### src/rtl/http_chunked_body_decoder_top_defines.svh
// Assertion macros shared by the chunked body decoder modules.
`ifndef HTTP_CHUNKED_BODY_DECODER_TOP_DEFINES_SVH
`define HTTP_CHUNKED_BODY_DECODER_TOP_DEFINES_SVH

// Check that cons holds in the same cycle as ante.
`define HCBD_ASSERT_SAME(label, ante, cons) \
    label: assert property (@(posedge clk) disable iff (!rst_n) (ante) |-> (cons)) \
        else $error("hcbd assertion failed");

// Check that cons holds in the cycle after ante.
`define HCBD_ASSERT_NEXT(label, ante, cons) \
    label: assert property (@(posedge clk) disable iff (!rst_n) (ante) |=> (cons)) \
        else $error("hcbd assertion failed");

`endif

### src/rtl/hcbd_pkg.sv
// Types, constants and helper functions of the chunked body decoder.
package hcbd_pkg;

    localparam int SIZE_BITS = 32;
    localparam int HEX_RADIX_BITS = 4;
    localparam int QDEPTH = 4;
    localparam int QPTR_W = $clog2(QDEPTH);

    localparam logic [7:0] CH_CR  = 8'h0D;
    localparam logic [7:0] CH_LF  = 8'h0A;
    localparam logic [7:0] CH_SP  = 8'h20;
    localparam logic [7:0] CH_TAB = 8'h09;

    typedef enum logic [2:0] {
        PH_LEAD    = 3'd0,
        PH_HEX     = 3'd1,
        PH_EXT     = 3'd2,
        PH_LINE_CR = 3'd3,
        PH_DATA    = 3'd4,
        PH_DATA_CR = 3'd5,
        PH_DATA_LF = 3'd6,
        PH_DONE    = 3'd7
    } phase_t;

    typedef enum logic [1:0] {
        KIND_DATA  = 2'd0,
        KIND_DONE  = 2'd1,
        KIND_EARLY = 2'd2
    } kind_t;

    typedef struct packed {
        logic       has_data;
        logic [7:0] data;
        logic       has_mark;
        kind_t      mark_kind;
    } entry_t;

    typedef struct packed {
        logic                      valid;
        logic [HEX_RADIX_BITS-1:0] value;
    } hex_t;

    function automatic hex_t hex_digit(input logic [7:0] b);
        hex_t r;
        logic [7:0] t;
        r = '0;
        t = '0;
        case (b) inside
            [8'h30:8'h39]:
            begin
                t = b - 8'h30;
                r.valid = 1'b1;
                r.value = t[HEX_RADIX_BITS-1:0];
            end
            [8'h61:8'h66]:
            begin
                t = b - 8'h57;
                r.valid = 1'b1;
                r.value = t[HEX_RADIX_BITS-1:0];
            end
            [8'h41:8'h46]:
            begin
                t = b - 8'h37;
                r.valid = 1'b1;
                r.value = t[HEX_RADIX_BITS-1:0];
            end
            default:
            begin
                r = '0;
            end
        endcase
        return r;
    endfunction

endpackage

### src/rtl/hcbd_front.sv
// Front end: accept body bytes, run the chunk parser, classify each transfer.
`include "http_chunked_body_decoder_top_defines.svh"

module hcbd_front (
    input  logic            clk,
    input  logic            rst_n,
    input  logic            in_valid,
    output logic            in_ready,
    input  logic [7:0]      in_byte,
    input  logic            first_byte,
    input  logic            final_byte,
    input  logic            full,
    output logic            push,
    output hcbd_pkg::entry_t push_entry
);

    hcbd_pkg::phase_t              phase_reg, phase_next;
    logic [hcbd_pkg::SIZE_BITS-1:0] cnt_reg, cnt_next;
    logic                          sat_reg, sat_next;
    logic                          accept;

    hcbd_pkg::phase_t              cur_ph;
    hcbd_pkg::phase_t              ph;
    logic [hcbd_pkg::SIZE_BITS-1:0] cnt_dec;
    logic                          used;
    logic                          ovf;
    hcbd_pkg::hex_t                hx;
    hcbd_pkg::entry_t              ent;

    assign in_ready = !full;
    assign accept   = in_valid && in_ready;
    assign hx       = hcbd_pkg::hex_digit(in_byte);

    always_comb
    begin
        cur_ph     = first_byte ? hcbd_pkg::PH_LEAD : phase_reg;
        phase_next = cur_ph;
        cnt_next   = first_byte ? '0 : cnt_reg;
        sat_next   = first_byte ? 1'b0 : sat_reg;
        ph         = cur_ph;
        used       = 1'b0;
        ent        = '0;
        ent.mark_kind = hcbd_pkg::KIND_DATA;
        cnt_dec    = '0;
        ovf        = 1'b0;

        case (cur_ph)
            hcbd_pkg::PH_LINE_CR:
            begin
                phase_next = hcbd_pkg::PH_DATA;
                if (in_byte == hcbd_pkg::CH_LF)
                begin
                    used = 1'b1;
                end
                else
                begin
                    ph = hcbd_pkg::PH_DATA;
                end
            end
            hcbd_pkg::PH_DATA_CR:
            begin
                if (in_byte == hcbd_pkg::CH_CR)
                begin
                    phase_next = hcbd_pkg::PH_DATA_LF;
                    used = 1'b1;
                end
                else
                begin
                    phase_next = hcbd_pkg::PH_LEAD;
                    cnt_next   = '0;
                    sat_next   = 1'b0;
                    if (in_byte == hcbd_pkg::CH_LF)
                    begin
                        used = 1'b1;
                    end
                    else
                    begin
                        ph = hcbd_pkg::PH_LEAD;
                    end
                end
            end
            hcbd_pkg::PH_DATA_LF:
            begin
                phase_next = hcbd_pkg::PH_LEAD;
                cnt_next   = '0;
                sat_next   = 1'b0;
                if (in_byte == hcbd_pkg::CH_LF)
                begin
                    used = 1'b1;
                end
                else
                begin
                    ph = hcbd_pkg::PH_LEAD;
                end
            end
            default:
            begin
            end
        endcase

        if (!used)
        begin
            case (ph)
                hcbd_pkg::PH_DATA:
                begin
                    ent.has_data = 1'b1;
                    ent.data     = in_byte;
                    if (!sat_next)
                    begin
                        cnt_dec  = cnt_next - 1'b1;
                        cnt_next = cnt_dec;
                        if (cnt_dec == '0)
                        begin
                            phase_next = hcbd_pkg::PH_DATA_CR;
                        end
                    end
                end
                hcbd_pkg::PH_LEAD, hcbd_pkg::PH_HEX, hcbd_pkg::PH_EXT:
                begin
                    if (in_byte == hcbd_pkg::CH_CR || in_byte == hcbd_pkg::CH_LF)
                    begin
                        if (cnt_next == '0 && !sat_next)
                        begin
                            phase_next    = hcbd_pkg::PH_DONE;
                            ent.has_mark  = 1'b1;
                            ent.mark_kind = hcbd_pkg::KIND_DONE;
                        end
                        else if (in_byte == hcbd_pkg::CH_CR)
                        begin
                            phase_next = hcbd_pkg::PH_LINE_CR;
                        end
                        else
                        begin
                            phase_next = hcbd_pkg::PH_DATA;
                        end
                    end
                    else if (ph == hcbd_pkg::PH_LEAD &&
                             (in_byte == hcbd_pkg::CH_SP || in_byte == hcbd_pkg::CH_TAB))
                    begin
                    end
                    else if (ph != hcbd_pkg::PH_EXT && hx.valid)
                    begin
                        ovf = |cnt_next[hcbd_pkg::SIZE_BITS-1:
                                        hcbd_pkg::SIZE_BITS-hcbd_pkg::HEX_RADIX_BITS];
                        if (sat_next || ovf)
                        begin
                            cnt_next = '1;
                            sat_next = 1'b1;
                        end
                        else
                        begin
                            cnt_next = {cnt_next[hcbd_pkg::SIZE_BITS-hcbd_pkg::HEX_RADIX_BITS-1:0],
                                        hx.value};
                        end
                        phase_next = hcbd_pkg::PH_HEX;
                    end
                    else
                    begin
                        phase_next = hcbd_pkg::PH_EXT;
                    end
                end
                default:
                begin
                end
            endcase
        end

        if (final_byte && phase_next != hcbd_pkg::PH_DONE)
        begin
            ent.has_mark  = 1'b1;
            ent.mark_kind = hcbd_pkg::KIND_EARLY;
            phase_next    = hcbd_pkg::PH_DONE;
        end
    end

    assign push       = accept && (ent.has_data || ent.has_mark);
    assign push_entry = ent;

    always_ff @(posedge clk or negedge rst_n)
    begin
        if (!rst_n)
        begin
            phase_reg <= hcbd_pkg::PH_LEAD;
            cnt_reg   <= '0;
            sat_reg   <= 1'b0;
        end
        else if (accept)
        begin
            phase_reg <= phase_next;
            cnt_reg   <= cnt_next;
            sat_reg   <= sat_next;
        end
    end

    `HCBD_ASSERT_SAME(a_sat_all_ones, sat_reg, cnt_reg == '1)
    `HCBD_ASSERT_NEXT(a_done_holds,
        phase_reg == hcbd_pkg::PH_DONE && !(accept && first_byte),
        phase_reg == hcbd_pkg::PH_DONE)
    `HCBD_ASSERT_SAME(a_no_push_when_full, push, !full)

endmodule

### src/rtl/hcbd_queue.sv
// Short queue of classified transfers between the front and back ends.
`include "http_chunked_body_decoder_top_defines.svh"

module hcbd_queue (
    input  logic             clk,
    input  logic             rst_n,
    input  logic             push,
    input  hcbd_pkg::entry_t push_entry,
    input  logic             pop,
    output logic             full,
    output logic             not_empty,
    output hcbd_pkg::entry_t head
);

    hcbd_pkg::entry_t             store_reg [hcbd_pkg::QDEPTH];
    logic [hcbd_pkg::QPTR_W-1:0]  wr_ptr_reg, wr_ptr_next;
    logic [hcbd_pkg::QPTR_W-1:0]  rd_ptr_reg, rd_ptr_next;
    logic [hcbd_pkg::QPTR_W:0]    count_reg, count_next;

    assign full      = count_reg == (hcbd_pkg::QPTR_W+1)'(hcbd_pkg::QDEPTH);
    assign not_empty = count_reg != '0;
    assign head      = store_reg[rd_ptr_reg];

    always_comb
    begin
        wr_ptr_next = push ? wr_ptr_reg + 1'b1 : wr_ptr_reg;
        rd_ptr_next = pop ? rd_ptr_reg + 1'b1 : rd_ptr_reg;
        count_next  = count_reg;
        if (push && !pop)
        begin
            count_next = count_reg + 1'b1;
        end
        else if (pop && !push)
        begin
            count_next = count_reg - 1'b1;
        end
    end

    always_ff @(posedge clk)
    begin
        if (push)
        begin
            store_reg[wr_ptr_reg] <= push_entry;
        end
    end

    always_ff @(posedge clk or negedge rst_n)
    begin
        if (!rst_n)
        begin
            wr_ptr_reg <= '0;
            rd_ptr_reg <= '0;
            count_reg  <= '0;
        end
        else
        begin
            wr_ptr_reg <= wr_ptr_next;
            rd_ptr_reg <= rd_ptr_next;
            count_reg  <= count_next;
        end
    end

    `HCBD_ASSERT_SAME(a_count_max, 1'b1,
        count_reg <= (hcbd_pkg::QPTR_W+1)'(hcbd_pkg::QDEPTH))
    `HCBD_ASSERT_SAME(a_no_pop_empty, pop, not_empty)
    `HCBD_ASSERT_SAME(a_ptr_gap,
        count_reg != (hcbd_pkg::QPTR_W+1)'(hcbd_pkg::QDEPTH),
        (wr_ptr_reg - rd_ptr_reg) == count_reg[hcbd_pkg::QPTR_W-1:0])

endmodule

### src/rtl/hcbd_back.sv
// Back end: expand queued transfers into result items through an output register.
`include "http_chunked_body_decoder_top_defines.svh"

module hcbd_back (
    input  logic             clk,
    input  logic             rst_n,
    input  logic             not_empty,
    input  hcbd_pkg::entry_t head,
    output logic             pop,
    output logic             out_valid,
    input  logic             out_ready,
    output logic [7:0]       out_byte,
    output logic [1:0]       item_kind,
    output logic             run_end
);

    hcbd_pkg::entry_t cur_reg, cur_next;
    logic             busy_reg, busy_next;
    logic             xfer;
    logic             two_left;

    assign out_valid = busy_reg;
    assign xfer      = busy_reg && out_ready;
    assign two_left  = cur_reg.has_data && cur_reg.has_mark;

    assign out_byte  = cur_reg.has_data ? cur_reg.data : 8'h00;
    assign item_kind = cur_reg.has_data ? hcbd_pkg::KIND_DATA : cur_reg.mark_kind;
    assign run_end   = !two_left;

    always_comb
    begin
        cur_next  = cur_reg;
        busy_next = busy_reg;
        pop       = 1'b0;
        if (xfer && two_left)
        begin
            cur_next.has_data = 1'b0;
        end
        else if (!busy_reg || xfer)
        begin
            pop       = not_empty;
            busy_next = not_empty;
            if (not_empty)
            begin
                cur_next = head;
            end
        end
    end

    always_ff @(posedge clk)
    begin
        cur_reg <= cur_next;
    end

    always_ff @(posedge clk or negedge rst_n)
    begin
        if (!rst_n)
        begin
            busy_reg <= 1'b0;
        end
        else
        begin
            busy_reg <= busy_next;
        end
    end

    `HCBD_ASSERT_SAME(a_marker_ends_run,
        out_valid && item_kind != hcbd_pkg::KIND_DATA, run_end)
    `HCBD_ASSERT_SAME(a_item_present, busy_reg, cur_reg.has_data || cur_reg.has_mark)
    `HCBD_ASSERT_NEXT(a_marker_follows, xfer && two_left,
        busy_reg && !cur_reg.has_data && cur_reg.has_mark)

endmodule

### src/rtl/http_chunked_body_decoder_top.sv
// HTTP chunked body decoder: body bytes in, chunk payload and markers out.
//
// Input channel: in_valid/in_ready with in_byte, first_byte, final_byte.
// first_byte restarts the parser before its byte; final_byte marks the last
// buffered byte of a body. Output channel: out_valid/out_ready with out_byte,
// item_kind (payload, terminal chunk, early end) and run_end, which is set on
// the last item caused by one input transfer.
// An input transfer yields zero, one or two items. The parser updates its
// state in the cycle of the transfer, so one byte is taken every cycle while
// the queue is not full; a four-entry queue feeds an output register, which
// each item passes through after the queue. Transfers yielding two items hold
// the output register for both, which the queue absorbs until full.
// Reset puts the parser at the start of a size line with a zero count and
// empties the queue and the output register.
// When the receiver stalls, the output item holds, the queue fills, and
// in_ready drops once all four entries are occupied.
module http_chunked_body_decoder_top (
    input  logic       clk,
    input  logic       rst_n,
    input  logic       in_valid,
    output logic       in_ready,
    input  logic [7:0] in_byte,
    input  logic       first_byte,
    input  logic       final_byte,
    output logic       out_valid,
    input  logic       out_ready,
    output logic [7:0] out_byte,
    output logic [1:0] item_kind,
    output logic       run_end
);

    logic             push;
    logic             pop;
    logic             full;
    logic             not_empty;
    hcbd_pkg::entry_t push_entry;
    hcbd_pkg::entry_t head;

    hcbd_front u_front (
        .clk        (clk),
        .rst_n      (rst_n),
        .in_valid   (in_valid),
        .in_ready   (in_ready),
        .in_byte    (in_byte),
        .first_byte (first_byte),
        .final_byte (final_byte),
        .full       (full),
        .push       (push),
        .push_entry (push_entry)
    );

    hcbd_queue u_queue (
        .clk        (clk),
        .rst_n      (rst_n),
        .push       (push),
        .push_entry (push_entry),
        .pop        (pop),
        .full       (full),
        .not_empty  (not_empty),
        .head       (head)
    );

    hcbd_back u_back (
        .clk       (clk),
        .rst_n     (rst_n),
        .not_empty (not_empty),
        .head      (head),
        .pop       (pop),
        .out_valid (out_valid),
        .out_ready (out_ready),
        .out_byte  (out_byte),
        .item_kind (item_kind),
        .run_end   (run_end)
    );

endmodule
### config.mk
export PLATFORM = sky130hd
export DESIGN_NAME = http_chunked_body_decoder_top
export DESIGN_NICKNAME = d
export VERILOG_FILES = /design/src/rtl/hcbd_pkg.sv /design/src/rtl/hcbd_front.sv /design/src/rtl/hcbd_queue.sv /design/src/rtl/hcbd_back.sv /design/src/rtl/http_chunked_body_decoder_top.sv
export VERILOG_INCLUDE_DIRS = /design/src /design/src/rtl
export SDC_FILE = /design/constraint.sdc
export NUM_CORES = 1
export LEC_CHECK = 0
export BUFFER_PORTS_ARGS = -buffer_cell sky130_fd_sc_hd__buf_2
export CAP_MARGIN = 20
export CORE_MARGIN = 8
export CORE_UTILIZATION = 50
export DETAILED_ROUTE_END_ITERATION = 6
export PLACE_DENSITY_LB_ADDON = 0.2
export SETUP_SLACK_MARGIN = 0.05
export SYNTH_ARGS = -nofsm -noshare
export SYNTH_HDL_FRONTEND = slang
export SYNTH_SLANG_ARGS = --single-unit
### constraint.sdc
create_clock -name clk -period 9.7 [get_ports clk]
set_input_delay 1.94 -clock clk [delete_from_list [all_inputs] [get_ports clk]]
set_output_delay 1.94 -clock clk [all_outputs]
set_load 0.02 [all_outputs]
==> results of run 1 <==
==> area by class of cell <==
| type | count | area, um2 |
|---|---|---|
| clock buffer | 10 | 229.0 |
| tap | 180 | 225.2 |
| inverter | 16 | 60.06 |
| fill | 1284 | 6302 |
| clock inverter | 6 | 83.83 |
| timing repair buffer | 37 | 232.7 |
| sequential | 104 | 2893 |
| multi-input combinational | 564 | 3747 |
==> logic make-up (layout without fill, tap and decap cells) <==
| logic type | after synthesis | in the layout | synth area share |
|---|---|---|---|
| simple gates | 289 | 289 | 0.2223 |
| compound gates | 212 | 212 | 0.2011 |
| xor+xnor | 26 | 26 | 0.03262 |
| mux | 24 | 24 | 0.05646 |
| fa+ha+maj | 13 | 13 | 0.02438 |
| flops | 104 | 104 | 0.4144 |
| buf+inv | 87 | 69 | 0.04875 |
==> stage by stage <==
step	area [um2]	util	cells
2_1_floorplan	6980	-	755
3_3_place_gp	7131	0.5177	900
3_5_place_dp	7131	0.5177	900
4_1_cts	7443	0.5404	916
5_1_grt	7471	0.5424	917
6_report	7471	0.5424	917
==> layer usage <==
layer  part of all wire  wire (um)  global-route usage  up-vias
li1                   -          -                   -     2789
met1               0.44       9097              0.3114     3015
met2               0.47       9635              0.3664      216
met3              0.062       1263             0.04114       39
met4              0.022        454             0.08172        0
met5                  0          0                   0        -
==> cells in the mapped netlist (3+ instances only) <==
cell type  number
a21o_1          4
a21oi_1        37
a22o_1         20
a22oi_1         9
a31oi_1         6
and2_1         24
and3_1          6
and3b_1         3
buf_1           5
buf_2          11
clkbuf_1       55
dfrtp_1        44
edfxtp_1       59
ha_1           12
inv_1          16
mux2_2          3
mux2i_1         9
mux4_2         12
nand2_1        58
nand2b_1        8
nand3_1        14
nand3b_1        5
nand4_1         7
nand4b_1        3
nor2_1         67
nor2b_1         5
nor3_1         29
nor3_2          4
nor4_1         13
nor4b_1         3
o211ai_1        4
o21ai_0        70
o22ai_1         8
o31ai_1        12
o32ai_1        10
o41ai_1         3
or2_2           5
or3_1          10
or4_1          11
xnor2_1        14
xor2_1         12
==> how the worst max path moves through the flow <==
stage / endpoint / cells after the start
2_1_floorplan: u_queue.count_reg[1]$_DFFE_PN0P_ / 18
3_3_place_gp: u_front.phase_reg[0]$_DFFE_PN0P_ / 15
3_5_place_dp: u_queue.count_reg[2]$_DFFE_PN0P_ / 18
4_1_cts: u_queue.count_reg[2]$_DFFE_PN0P_ / 18
5_1_grt: u_queue.count_reg[2]$_DFFE_PN0P_ / 18
6_report: u_queue.count_reg[2]$_DFFE_PN0P_ / 18
==> placed cells by master, fill, tap and decap left out, types with 20 or more instances in the layout <==
cell / n
a21oi_1: 37
o21ai_0: 69
and2_1: 24
dfrtp_1: 44
nand2_1: 58
nor3_1: 29
a22o_1: 20
edfxtp_1: 59
buf_2: 26
nor2_1: 67
==> worst register-to-register path: cells and delay by family, from the launching register on <==
family | cells | cell delay, ps
AOI/OAI and AO/OA | 3 | 750
DFF | 1 | 620
xor gates and xnor gates | 3 | 610
adders and majority gates | 3 | 810
and+or+nand+nor | 4 | 1290
buffers and inverters | 2 | 450
==> power by group through the flow <==
stage               logic (uW)  registers [uW]  clock network, uW
global placement          1300             874                  0
detailed placement        1310             881                  0
finish                    1340             880                384
floorplan                 1120             695                  0
global route              1460             903                405
CTS                       1320             873                390
==> impl_metrics.csv, run 1 <==
group,metric,value,unit
status,status,"complete, no violations",
setup_path,crit_path_frequent_cell,"ha_1",
detailed_routing,avgRoutedWirePerCell,22.30,um
timing,rsz0062_at_grt,"no",
synthesis,yosysTopAreaCellShare,0.2538,
power,p_leak,0.002834,uW
finish,drive_above_1_share,0.1194,
hold_path,min_to,"u_queue.count_reg[2]$_DFFE_PN0P_",
detailed_routing,ant_nets,0,
hold_path,whs_path_depth,1,
floorplanning,dieArea,18000,um2
timing,holdWs,497.7,ps
finish,num_antenna_cells,0,
placed_design,hpwlAfterDp,13750,um
clock_tree,clkLatencyLatePin,360,ps
power,ir_drop,0.1919,mV
synthesis,synth_cell_types,77,
floorplanning,die_h,134.2,um
setup_path,reg2reg_from,"u_front.phase_reg[0]$_DFFE_PN0P_",
clock_tree,htree_num_levels,3,
floorplanning,core_area,13770,um2
clock_tree,postCtsHoldBufs,0,
clock_tree,cts-root-buf,"clkbuf_16",
setup_path,crit_fanout,45,
setup_path,r2r_end,"u_queue.count_reg[2]$_DFFE_PN0P_",
power,switching_share,0.4836,
synthesis,synth_top_area_cell,"edfxtp_1",
global_route,antenna_found_initial,0,
detailed_routing,remaining_drc_errors,0,
floorplanning,start_util,0.5068,
global_route,first_global_vias,5780,
setup_path,worst-path-buf-inv,4,
clock_tree,cts.clk_slew.worst_paths,70,ps
power,power_frac_seq,0.337,
power,p_total,2610,uW
power,power_per_cell_area,349.3,nW/um2
finish,area_growth,7.026,%
setup_path,critPathKind,"in2reg",
global_route,grt_overflow,0,
detailed_routing,dr_total_vias,6059,
finish,finish.net_count,759,
detailed_routing,drt_wl_total,20450,um
synthesis,synth_fp_nets,782,
clock_tree,cts_tree,"built",
timing,period_needed,5831,ps
power,p_switching,1262,uW
clock_tree,ctsResizeCount,0,
global_route,gr-usage-all-layers,0.2310,
synthesis,synth.top_cells.by_area,"edfxtp_1 25%, dfrtp_1 16%, o21ai_0 5.0%, mux4_2 3.9%, nor2_1 3.6%",
synthesis,postSynthAreaPerCell,9.246,um2
setup_path,r2r_setup_slack,5090,ps
timing,setup-tns-final,0,ps
power,p_int,1348,uW
detailed_routing,dr.pass1.iters,5,
setup_path,reg2regPathDepth,15,
floorplanning,placementRows,43,
timing,fin_skew,7.989,ps
setup_path,cp_slowest_cell,"or2_2",
finish,largest_reg_flops,48,
timing,finalCritPeriodShare,0.6011,
timing,maxSlewViolCount,0,
synthesis,async_flop_share,0.4231,
clock_tree,cts_buffer_depth,2,
setup_path,critPathRequiredTime,9980,ps
detailed_routing,drtIter0Drc,502,
floorplanning,dieWidth,134.2,um
power,comb_power_share,0.515,
global_route,grt_pass1_wl,32600,um
clock_tree,clock_sinks,104,
synthesis,synth_area,6980,um2
synthesis,yosys_register_bits,104,
power,clockPowerShare,0.147,
timing,setup_viol,0,
synthesis,ys_seq_area_frac,0.4144,
global_route,grt_max_degree,46,
timing,hold_viol_final,0,
setup_path,end_kind,"flop",
job,cap_violations,0,
detailed_routing,drt-vias-per-instance,6.607,
placed_design,port_buffers,26,
setup_path,cp_top_family,"simple AND/OR/NAND/NOR gates",
timing,relSlewSlack,0.3470,
setup_path,crit_start,"in_byte[1]",
floorplanning,pin_count,27,
synthesis,synthFlopType,"edfxtp_1",
setup_path,crit_chain,"buf_2, inv_1, ha_1, nand3_1, nor3_4, or2_2, nand2_1, ha_1, buf_4, a22oi_1, nor2_1, o311a_1, ha_1, inv_1, fa_1, xor2_1, nor2_1, xor2_1",
placed_design,globalplace.congestion,0.9357,
timing,worst_slack,3869,ps
synthesis,synth_edf_count,59,
setup_path,slowest_delay,510,ps
clock_tree,post-cts-setup-buffers,0,
clock_tree,cts_buffers,9,
setup_path,worst_setup_path_start_kind,"primary input",
synthesis,synthesis.instances,755,
synthesis,yosys_warnings,0,
timing,fmax,0.1715,GHz
placed_design,pre_cts_ws,3595,ps
hold_path,hold_start,"u_queue.count_reg[2]$_DFFE_PN0P_",
timing,worstMarginPinSlew,969.3,ps
setup_path,arrival,6110,ps
hold_path,holdCritPathClass,"reg2reg",
(Power assumes the default switching activity.)
==> inputs of run 2 (changes only) <==
==> constraint.sdc (replaced) <==
create_clock -name clk -period 5.24 [get_ports clk]
set_input_delay 1.048 -clock clk [delete_from_list [all_inputs] [get_ports clk]]
set_output_delay 1.048 -clock clk [all_outputs]
set_load 0.02 [all_outputs]
==> impl_metrics.csv, run 2 (synthesis gave the netlist of run 1 again) <==
group,metric,value,unit
clock_tree,cts_buffers,9,
setup_path,cp_top_family,"simple AND/OR/NAND/NOR gates",
hold_path,holdCritPathClass,"reg2reg",
clock_tree,clock_sinks,104,
setup_path,cp_slowest_cell,"or4_1",
placed_design,port_buffers,26,
power,p_total,4903,uW
timing,setup-tns-final,0,ps
clock_tree,htree_num_levels,3,
clock_tree,cts.clk_slew.worst_paths,80,ps
setup_path,r2r_end,"u_front.phase_reg[0]$_DFFE_PN0P_",
finish,finish.net_count,767,
clock_tree,cts_buffer_depth,2,
clock_tree,post-cts-setup-buffers,0,
detailed_routing,remaining_drc_errors,0,
clock_tree,cts_tree,"built",
timing,setup_viol,0,
finish,final_cell_mix,"69 x o21ai_0, 67 x nor2_1, 59 x edfxtp_1",
finish,area_growth,7.636,%
setup_path,slowest_delay,520,ps
setup_path,reg2regPathDepth,14,
timing,fmax,0.2150,GHz
detailed_routing,drtIter0Drc,683,
clock_tree,ctsResizeCount,0,
global_route,grt_overflow,0,
timing,relSlewSlack,0.4262,
hold_path,hold_start,"u_queue.count_reg[2]$_DFFE_PN0P_",
job,cap_violations,0,
floorplanning,start_util,0.5068,
timing,rsz0062_at_grt,"no",
floorplanning,dieWidth,134.2,um
detailed_routing,ant_nets,0,
finish,num_antenna_cells,0,
clock_tree,postCtsHoldBufs,0,
setup_path,r2r_setup_slack,900,ps
global_route,gr-usage-all-layers,0.2415,
timing,holdWs,512.7,ps
floorplanning,placementRows,43,
detailed_routing,drt_wl_total,21350,um
floorplanning,core_area,13770,um2
timing,worstMarginPinSlew,860.7,ps
detailed_routing,avgRoutedWirePerCell,23.08,um
clock_tree,cts-root-buf,"clkbuf_16",
hold_path,min_to,"u_queue.count_reg[2]$_DFFE_PN0P_",
setup_path,arrival,4930,ps
global_route,grt_max_degree,45,
hold_path,whs_path_depth,1,
timing,hold_viol_final,0,
setup_path,end_kind,"flop",
finish,design_area,7513,um2
detailed_routing,dr.pass1.iters,6,
finish,drive_above_1_share,0.1289,
timing,period_needed,4650,ps
detailed_routing,dr_total_vias,6134,
finish,layout.cells.non_filler,925,
placed_design,globalplace.congestion,0.9196,
detailed_routing,drt-vias-per-instance,6.631,
finish,nFillCells,1296,
finish,largest_reg_flops,48,
setup_path,crit_chain,"buf_2, inv_1, ha_1, nand3_1, nor3_4, or2_2, nand2_1, ha_1, buf_4, nor2b_1, nand3_1, or4_1, a21oi_1, a31oi_1, and4b_1, nand4_1, a41oi_2",
global_route,first_global_vias,5880,
placed_design,dpl_cell_area,7198,um2
status,status,"complete, no violations",
setup_path,worst_setup_path_start_kind,"primary input",
power,p_leak,0.002867,uW
power,ir_drop,0.2670,mV
timing,fin_skew,12.04,ps
timing,finalCritPeriodShare,0.8874,
global_route,antenna_found_initial,0,
setup_path,reg2reg_from,"u_front.phase_reg[2]$_DFFE_PN0P_",
setup_path,worst-path-buf-inv,3,
setup_path,critPathKind,"in2reg",
placed_design,dp_cells,909,
placed_design,hpwlAfterDp,14320,um
setup_path,critPathRequiredTime,5520,ps
power,power_per_cell_area,652.6,nW/um2
floorplanning,pin_count,27,
floorplanning,dieArea,18000,um2
setup_path,crit_fanout,44,
floorplanning,die_h,134.2,um
clock_tree,clkLatencyLatePin,360,ps
global_route,grt_pass1_wl,33870,um
finish,layout_commonest_cell,"o21ai_0",
timing,maxSlewViolCount,0,
## run 2: cell count changes in the layout (fill, tap and decap cells not counted), sizes merged
cell  before  now
buf       37   45
## run 2: how the worst max path moves through the flow
| stage | cells after the start | startpoint | slack, ps | endpoint |
|---|---|---|---|---|
| after floorplan | 18 | in_byte[5] | 310 | u_queue.count_reg[1]$_DFFE_PN0P_ |
| after global placement | 15 | in_byte[4] | 330 | u_front.phase_reg[0]$_DFFE_PN0P_ |
| after detailed placement | 19 | in_byte[1] | 290 | u_queue.count_reg[2]$_DFFE_PN0P_ |
| after CTS | 19 | in_byte[1] | 650 | u_queue.count_reg[2]$_DFFE_PN0P_ |
| after global routing | 19 | in_byte[1] | 290 | u_queue.count_reg[2]$_DFFE_PN0P_ |
| final | 17 | in_byte[1] | 590 | u_front.phase_reg[0]$_DFFE_PN0P_ |
## run 2: through the flow
| step | setup WS, ps | util |
|---|---|---|
| floorplan | 310.6 | - |
| global placement | 331.5 | 0.5226 |
| detailed placement | 292.3 | 0.5226 |
| CTS | 649.3 | 0.5455 |
| global route | 288.1 | 0.5455 |
| finish | 589.8 | 0.5455 |
## run 2: layer usage
metal  track usage  vias to the layer above  share of wire
li1              -                     2795              -
met3       0.04263                       42          0.076
met5             0                        -              0
met4       0.08858                        0          0.020
met2        0.3750                      317           0.47
met1        0.3308                     2980           0.44
## run 2: final cells by class
| cell class | instances | area, um2 | share of cell area |
|---|---|---|---|
| inverter | 16 | 60.06 | 0.007993 |
| sequential | 104 | 2893 | 0.3850 |
| clock buffer | 10 | 229.0 | 0.03047 |
| timing repair buffer | 45 | 272.8 | 0.03630 |
| tap | 180 | 225.2 | 0.02998 |
| multi-input combinational | 564 | 3747 | 0.4988 |
| clock inverter | 6 | 86.33 | 0.01149 |
## run 2: worst reg2reg max path: cells and delay by family (launching register included)
kind            cells  cell delay (ps)
fa+ha+maj           1              130
simple gates        9             2690
flops               1              600
buf+inv             1               80
compound gates      3              770
## run 2: power by group
| part | internal (uW) | switching, uW | leakage (uW) |
|---|---|---|---|
| registers | 1150 | 460 | 0.00113 |
| logic | 983 | 1590 | 0.00159 |
| clock network | 385 | 335 | 0.000154 |
| total | 2520 | 2380 | 0.00287 |
